## config.mk

```make
export PLATFORM = sky130hd
export DESIGN_NAME = checksummed_frame_deframer_top
export DESIGN_NICKNAME = d
export VERILOG_FILES = /design/src/rtl/cdf_pkg.sv /design/src/rtl/cdf_core.sv /design/src/rtl/cdf_out_skid.sv /design/src/rtl/checksummed_frame_deframer_top.sv
export SDC_FILE = /design/constraint.sdc
export NUM_CORES = 1
export LEC_CHECK = 0
export ABC_AREA = 1
export BUFFER_PORTS_ARGS = -buffer_cell sky130_fd_sc_hd__clkbuf_2
export CORE_UTILIZATION = 44
export DETAILED_ROUTE_END_ITERATION = 10
export PLACE_DENSITY = 0.71
export SYNTH_ARGS = -nofsm -noshare
export SYNTH_HDL_FRONTEND = slang
export SYNTH_HIERARCHICAL = 1
export SYNTH_SLANG_ARGS = --single-unit
export TNS_END_PERCENT = 100
```

## constraint.sdc

```tcl
create_clock -name clk -period 7.9 [get_ports clk]
set_clock_uncertainty 0.15 [all_clocks]
set_input_delay 1.58 -clock clk [delete_from_list [all_inputs] [get_ports clk]]
set_output_delay 1.58 -clock clk [all_outputs]
set_load 0.02 [all_outputs]
```

## src/rtl/cdf_pkg.sv

```systemverilog
`default_nettype none
// ----------------------------------------------------------------------------
// cdf_pkg
// Shared types and constants of the checksummed frame deframer.
// ----------------------------------------------------------------------------
package cdf_pkg;

  localparam int unsigned BYTE_W   = 8;
  localparam int unsigned OFFSET_W = 9;
  localparam int unsigned CFG_W    = 9;

  localparam logic [BYTE_W-1:0]   COMPLEMENT_SUM = 8'hFF;
  localparam logic [OFFSET_W-1:0] FRAME_OVERHEAD = 9'd3;
  localparam logic [OFFSET_W-1:0] CSUM_LEAD      = 9'd2;
  localparam logic [OFFSET_W-1:0] ABANDON_LEN    = 9'd2;
  localparam logic [OFFSET_W-1:0] MAX_LEN_RESET  = 9'd258;

  localparam logic [OFFSET_W-1:0] OFF_COUNT      = 9'd0;
  localparam logic [OFFSET_W-1:0] OFF_COMPLEMENT = 9'd1;
  localparam logic [OFFSET_W-1:0] OFF_DELIMITER  = 9'd2;

  typedef enum logic {
    REG_DELIMITER = 1'b0,
    REG_MAX_LEN   = 1'b1
  } reg_index_t;

  typedef enum logic [2:0] {
    ST_OK        = 3'd0,
    ST_CNT_BAD   = 3'd1,
    ST_TOO_LONG  = 3'd2,
    ST_DELIM_BAD = 3'd3,
    ST_CSUM_BAD  = 3'd4
  } status_t;

  typedef struct packed {
    logic [BYTE_W-1:0]   data_byte;
    logic [OFFSET_W-1:0] byte_offset;
    logic                frame_end;
    status_t             status;
    logic [OFFSET_W-1:0] frame_len;
  } result_t;

endpackage
`default_nettype wire

```

## src/rtl/cdf_core.sv

```systemverilog
`default_nettype none
// ----------------------------------------------------------------------------
// cdf_core
// Frame tracking state, configuration registers and per-byte result logic.
// ----------------------------------------------------------------------------
module cdf_core (
  input  wire logic                        clk,
  input  wire logic                        rst,
  input  wire logic                        cfg_we,
  input  wire logic                        cfg_index,
  input  wire logic [cdf_pkg::CFG_W-1:0]   cfg_data,
  input  wire logic                        take,
  input  wire logic [cdf_pkg::BYTE_W-1:0]  rx_byte,
  output cdf_pkg::result_t                 result
);
  import cdf_pkg::*;

  logic [BYTE_W-1:0]   delimiter_value;
  logic [OFFSET_W-1:0] max_frame_len;

  logic [OFFSET_W-1:0] offset_count, offset_count_next;
  logic [BYTE_W-1:0]   held_count, held_count_next;
  logic [BYTE_W-1:0]   running_sum, running_sum_next;
  logic                delimiter_bad, delimiter_bad_next;

  logic [BYTE_W-1:0]   header_sum;
  logic [OFFSET_W-1:0] full_len;
  logic [OFFSET_W-1:0] last_off;
  logic                delim_bad_now;

  always_ff @(posedge clk) begin
    if (rst) begin
      delimiter_value <= '0;
      max_frame_len   <= MAX_LEN_RESET;
    end else if (cfg_we) begin
      case (reg_index_t'(cfg_index))
        REG_DELIMITER: delimiter_value <= cfg_data[BYTE_W-1:0];
        REG_MAX_LEN:   max_frame_len   <= cfg_data[OFFSET_W-1:0];
        default: ;
      endcase
    end
  end

  always_ff @(posedge clk) begin
    if (rst) begin
      offset_count  <= '0;
      held_count    <= '0;
      running_sum   <= '0;
      delimiter_bad <= 1'b0;
    end else if (take) begin
      offset_count  <= offset_count_next;
      held_count    <= held_count_next;
      running_sum   <= running_sum_next;
      delimiter_bad <= delimiter_bad_next;
    end
  end

  always_comb begin
    header_sum    = held_count + rx_byte;
    full_len      = {1'b0, held_count} + FRAME_OVERHEAD;
    last_off      = {1'b0, held_count} + CSUM_LEAD;
    delim_bad_now = (offset_count == OFF_DELIMITER) ? (rx_byte != delimiter_value)
                                                    : delimiter_bad;

    offset_count_next  = offset_count;
    held_count_next    = held_count;
    running_sum_next   = running_sum;
    delimiter_bad_next = delimiter_bad;

    result.data_byte   = rx_byte;
    result.byte_offset = offset_count;
    result.frame_end   = 1'b0;
    result.status      = ST_OK;
    result.frame_len   = '0;

    if (offset_count == OFF_COUNT) begin
      held_count_next    = rx_byte;
      running_sum_next   = rx_byte;
      delimiter_bad_next = 1'b0;
      offset_count_next  = OFF_COMPLEMENT;
    end else if (offset_count == OFF_COMPLEMENT) begin
      if (header_sum != COMPLEMENT_SUM) begin
        result.frame_end  = 1'b1;
        result.status     = ST_CNT_BAD;
        result.frame_len  = ABANDON_LEN;
        offset_count_next = OFF_COUNT;
      end else if (full_len > max_frame_len) begin
        result.frame_end  = 1'b1;
        result.status     = ST_TOO_LONG;
        result.frame_len  = ABANDON_LEN;
        offset_count_next = OFF_COUNT;
      end else begin
        running_sum_next  = running_sum + rx_byte;
        offset_count_next = OFF_DELIMITER;
      end
    end else begin
      delimiter_bad_next = delim_bad_now;
      if (offset_count >= last_off) begin
        result.frame_end  = 1'b1;
        result.frame_len  = full_len;
        if (delim_bad_now) begin
          result.status = ST_DELIM_BAD;
        end else if (running_sum != rx_byte) begin
          result.status = ST_CSUM_BAD;
        end else begin
          result.status = ST_OK;
        end
        offset_count_next = OFF_COUNT;
      end else begin
        running_sum_next  = running_sum + rx_byte;
        offset_count_next = offset_count + 9'd1;
      end
    end
  end

endmodule
`default_nettype wire

```

## src/rtl/cdf_out_skid.sv

```systemverilog
`default_nettype none
// ----------------------------------------------------------------------------
// cdf_out_skid
// Result register with one skid word so the input side keeps flowing.
// ----------------------------------------------------------------------------
module cdf_out_skid (
  input  wire logic              clk,
  input  wire logic              rst,
  input  wire logic              push_valid,
  output logic                   push_ready,
  input  wire cdf_pkg::result_t  push_word,
  output logic                   out_valid,
  input  wire logic              out_ready,
  output cdf_pkg::result_t       out_word
);
  import cdf_pkg::*;

  result_t skid_word;
  logic    skid_valid;
  logic    take;

  assign push_ready = !skid_valid;
  assign take       = push_valid && push_ready;

  always_ff @(posedge clk) begin
    if (rst) begin
      out_valid  <= 1'b0;
      skid_valid <= 1'b0;
    end else if (out_ready || !out_valid) begin
      out_valid  <= skid_valid || take;
      skid_valid <= 1'b0;
    end else if (take) begin
      skid_valid <= 1'b1;
    end
  end

  always_ff @(posedge clk) begin
    if (out_ready || !out_valid) begin
      if (skid_valid) begin
        out_word <= skid_word;
      end else if (take) begin
        out_word <= push_word;
      end
    end else if (take) begin
      skid_word <= push_word;
    end
  end

endmodule
`default_nettype wire

```

## src/rtl/checksummed_frame_deframer_top.sv

```systemverilog
`default_nettype none
// ----------------------------------------------------------------------------
// checksummed_frame_deframer_top
// Received bytes go in on in_valid/in_ready, one word per byte. Every byte
// comes back on out_valid/out_ready with its offset in the frame; frame_end,
// status and frame_len mark the byte where a frame completes or is dropped.
// A frame is count, complement of count, delimiter, body, checksum.
// Each accepted byte's result is registered in the output stage; throughput is
// one byte per cycle while in_ready is high, set by the update of the frame
// state register. The configuration port (cfg_we, cfg_index, cfg_data) writes
// the delimiter value (index 0) and the maximum frame length (index 1).
// Reset clears the frame state (next byte is a count byte), the output
// stage, and sets the delimiter to 0 and the maximum length to 258.
// When the receiver stalls, the result register holds its word and one more
// word is caught in a skid register; in_ready then drops until the
// receiver takes a word.
// ----------------------------------------------------------------------------
module checksummed_frame_deframer_top (
  input  wire logic                        clk,
  input  wire logic                        rst,
  input  wire logic                        cfg_we,
  input  wire logic                        cfg_index,
  input  wire logic [cdf_pkg::CFG_W-1:0]   cfg_data,
  input  wire logic                        in_valid,
  output logic                             in_ready,
  input  wire logic [cdf_pkg::BYTE_W-1:0]  rx_byte,
  output logic                             out_valid,
  input  wire logic                        out_ready,
  output logic [cdf_pkg::BYTE_W-1:0]       data_byte,
  output logic [cdf_pkg::OFFSET_W-1:0]     byte_offset,
  output logic                             frame_end,
  output logic [2:0]                       status,
  output logic [cdf_pkg::OFFSET_W-1:0]     frame_len
);
  import cdf_pkg::*;

  result_t core_word;
  result_t out_word;
  logic    take;

  assign take = in_valid && in_ready;

  cdf_core u_core (
    .clk       (clk),
    .rst       (rst),
    .cfg_we    (cfg_we),
    .cfg_index (cfg_index),
    .cfg_data  (cfg_data),
    .take      (take),
    .rx_byte   (rx_byte),
    .result    (core_word)
  );

  cdf_out_skid u_out (
    .clk        (clk),
    .rst        (rst),
    .push_valid (in_valid),
    .push_ready (in_ready),
    .push_word  (core_word),
    .out_valid  (out_valid),
    .out_ready  (out_ready),
    .out_word   (out_word)
  );

  assign data_byte   = out_word.data_byte;
  assign byte_offset = out_word.byte_offset;
  assign frame_end   = out_word.frame_end;
  assign status      = out_word.status;
  assign frame_len   = out_word.frame_len;

endmodule
`default_nettype wire
```

==> impl_metrics.toml <==
[global_routing]
grt_usage = 0.1924
grt_use_met3 = 0.02730
met2_usage = 0.3187
grt_pass1_vias = 4425
grt_max_degree = 35
antenna_found_initial = 0
use_met1 = 0.2452
busiest_layer = "met2"
gr-total-overflow = 0
grt_pass1_wl_mm = 21.21

[synthesis]
avgSynthCellArea_um2 = 8.366
synth_most_common_cell = "nand2_1"
syn_nets = 782
synth_top_cell_area_share = 0.2999
synth_commonest_cells = "nand2_1, inv_1, nor2_1, edfxtp_1, dfxtp_1"
synthTopCellsByArea = "edfxtp_1, dfxtp_1, nand2_1"
ys_ff_latch = 105
async_reset_ff_frac = 0
yosysTopAreaCell = "edfxtp_1"
synth_edf_count = 60
synth_area_um2 = 6007
yosysWarnings = 6
ys.flop_type = "edfxtp_1"
synthCells = 718
synth_cell_types = 39
yosysSeqAreaShare = 0.4499

[clocking]
numCtsBuffers = 9
ctsResizeCount = 0
post_cts_buffers = 0
cts.path.max_buffers = 2
postCtsHoldBufs = 0
clock_latency_ns = 0.36
cts_tree = "done"
htreeDepth = 3
cts.sinks = 105
cts_root_buf = "clkbuf_16"
path_clk_slew_ns = 0.07

[timing]
worst_hold_slack_ns = 0.3275
report.final.slew_viol_count = 0
min_period_over_period = 0.4573
finalHoldViolCount = 0
max_freq_ghz = 0.2768
finalSetupViolations = 0
tightest_slew_ns = 0.9722
rsz0062_at_grt = "false"
slew_headroom = 0.3512
final_critical_path_setup_slack_ns = 4.287
layout_min_cycle_time_ns = 3.613
final.setup.tns_ns = 0

[worst_hold_path]
hold_path.class = "flop to flop"
holdPathStages = 2

[worst_setup_path]
end_kind = "flop"
path_class = "primary input to flop"
r2r_cells = 15
cp_max_fo = 14
required_ns = 8.00
crit_arrival_ns = 3.71
worstSetupStartpointType = "primary input"
rrSetupSlack_ns = 4.60

[layout]
drive_gt1_frac = 0.1445
diodes = 0
area_growth_pct = 10.44
final_cells = 944
nets = 827

[power]
p_per_area_nw_per_um2 = 203.1
switching_share = 0.2725
internal_power_mw = 0.9804
p_leak_nw = 3.089
p_clk_frac = 0.352
seqPwrFrac = 0.468
p_switching_mw = 0.3672
ir_drop_v = 0.0001075
combPwrFrac = 0.180

[route]
drc_errors = 0
via_count = 4694
wirelength_mm = 12.59
vias_per_cell = 4.972
ant_nets = 0
dr.pass1.iters = 5
drt_iter0_markers = 338
avgRoutedWirePerCell_um = 13.33

[place]
preCtsSetupSlack_ns = 3.933
dp_hpwl_mm = 9.267
portBuffers = 54
place_inst = 928
gp_congestion = 0.8802

[floorplan]
start_util = 0.4518
core_region_area_um2 = 13300
pin_count = 55
fp.dieW_um = 118.8
fp.dieH_um = 118.8
die-area_um2 = 14120
row_count = 42

[status]
status = "complete, no violations"

[run]
max_cap_violations = 0
[layout by cell type, fill, tap and decap left out, types with 2 or more instances in the layout]
| cell | count |
|---|---|
| nand3_4 | 2 |
| buf_4 | 3 |
| inv_2 | 3 |
| nand4_1 | 8 |
| or2_2 | 2 |
| o21ai_0 | 36 |
| dfxtp_1 | 45 |
| nor2_1 | 76 |
| fa_1 | 2 |
| nor4_1 | 2 |
| bufinv_16 | 2 |
| clkbuf_2 | 54 |
| nand2_1 | 185 |
| nand3_1 | 28 |
| nand2_2 | 24 |
| nor3_1 | 5 |
| nand3b_1 | 6 |
| a31oi_1 | 5 |
| inv_1 | 84 |
| clkbuf_16 | 9 |
| nor2_2 | 3 |
| a21o_1 | 5 |
| a21oi_1 | 36 |
| xnor2_1 | 10 |
| xor2_1 | 17 |
| edfxtp_1 | 60 |
| ha_1 | 39 |
| o211ai_1 | 2 |
| clkbuf_1 | 2 |
[metrics by stage]
stage | util | cell area (µm²) | total power [mW]
3_3_place_gp | 0.4752 | 6319 | 0.8785
6_report | 0.4990 | 6634 | 1.348
3_5_place_dp | 0.4752 | 6319 | 0.8828
4_1_cts | 0.4990 | 6634 | 1.358
5_1_grt | 0.4990 | 6634 | 1.413
2_1_floorplan | - | 6007 | 0.8231
[worst max-delay path, cell delays in order]
cell      delay [ns]
clkbuf_2        0.17
ha_1            0.22
inv_1           0.07
fa_1            0.41
a21oi_1         0.17
nand2_1         0.07
nor2_1          0.08
nand3_1         0.08
nor2_1          0.14
nand2_1         0.11
nand2_2         0.08
nand3_2         0.27
nor2_1          0.20
nor2_1          0.06
[power groups by stage]
stage	Sequential (mW)	Combinational [mW]	Clock, mW
final	0.630	0.243	0.475
after global routing	0.633	0.276	0.504
after CTS	0.630	0.243	0.485
after detailed placement	0.642	0.240	0
after global placement	0.642	0.237	0
after floorplan	0.652	0.171	0
[path summary, 6_finish.rpt]
check / to / start
setup reg to reg: u_out/out_word[10] / u_core/held_count[2]
hold / removal: u_core/max_frame_len[5] / u_core/max_frame_len[5]
setup / recovery: u_core/running_sum[0] / rx_byte[0]
hold reg to reg: u_core/max_frame_len[5] / u_core/max_frame_len[5]
[layer usage]
layer / wire length [µm] / vias up
met2: 5807 / 124
met5: 0 / -
met3: 562 / 17
li1: - / 2417
met4: 297 / 0
met1: 5919 / 2136
[flip-flops by register name, summed over array words and instances (netlist names)]
name,flops
u_core/max_frame_len,9
u_core/held_count,8
u_core/delimiter_value,8
u_out/skid_valid,1
u_core/running_sum,8
u_out/skid_word,30
u_core/delimiter_bad,1
u_out/out_word,30
u_out/out_valid,1
u_core/offset_count,9
[kinds of logic after synthesis]
logic type	share of synthesized area
simple gates	0.2497
buf+inv	0.09186
flops	0.4499
compound gates	0.08124
fa+ha+maj	0.08790
xor+xnor	0.03937
[area by class of cell]
class	instances	area, µm²
clock buffers	12	246.5
clock inverters	4	68.82
fillers	1262	6661
inverters	89	344.1
multi-input cells	501	2759
flip-flops and latches	105	2703
well taps	176	220.2
repair buffers	57	292.8
Note: power is estimated with default switching activity, not from simulation.
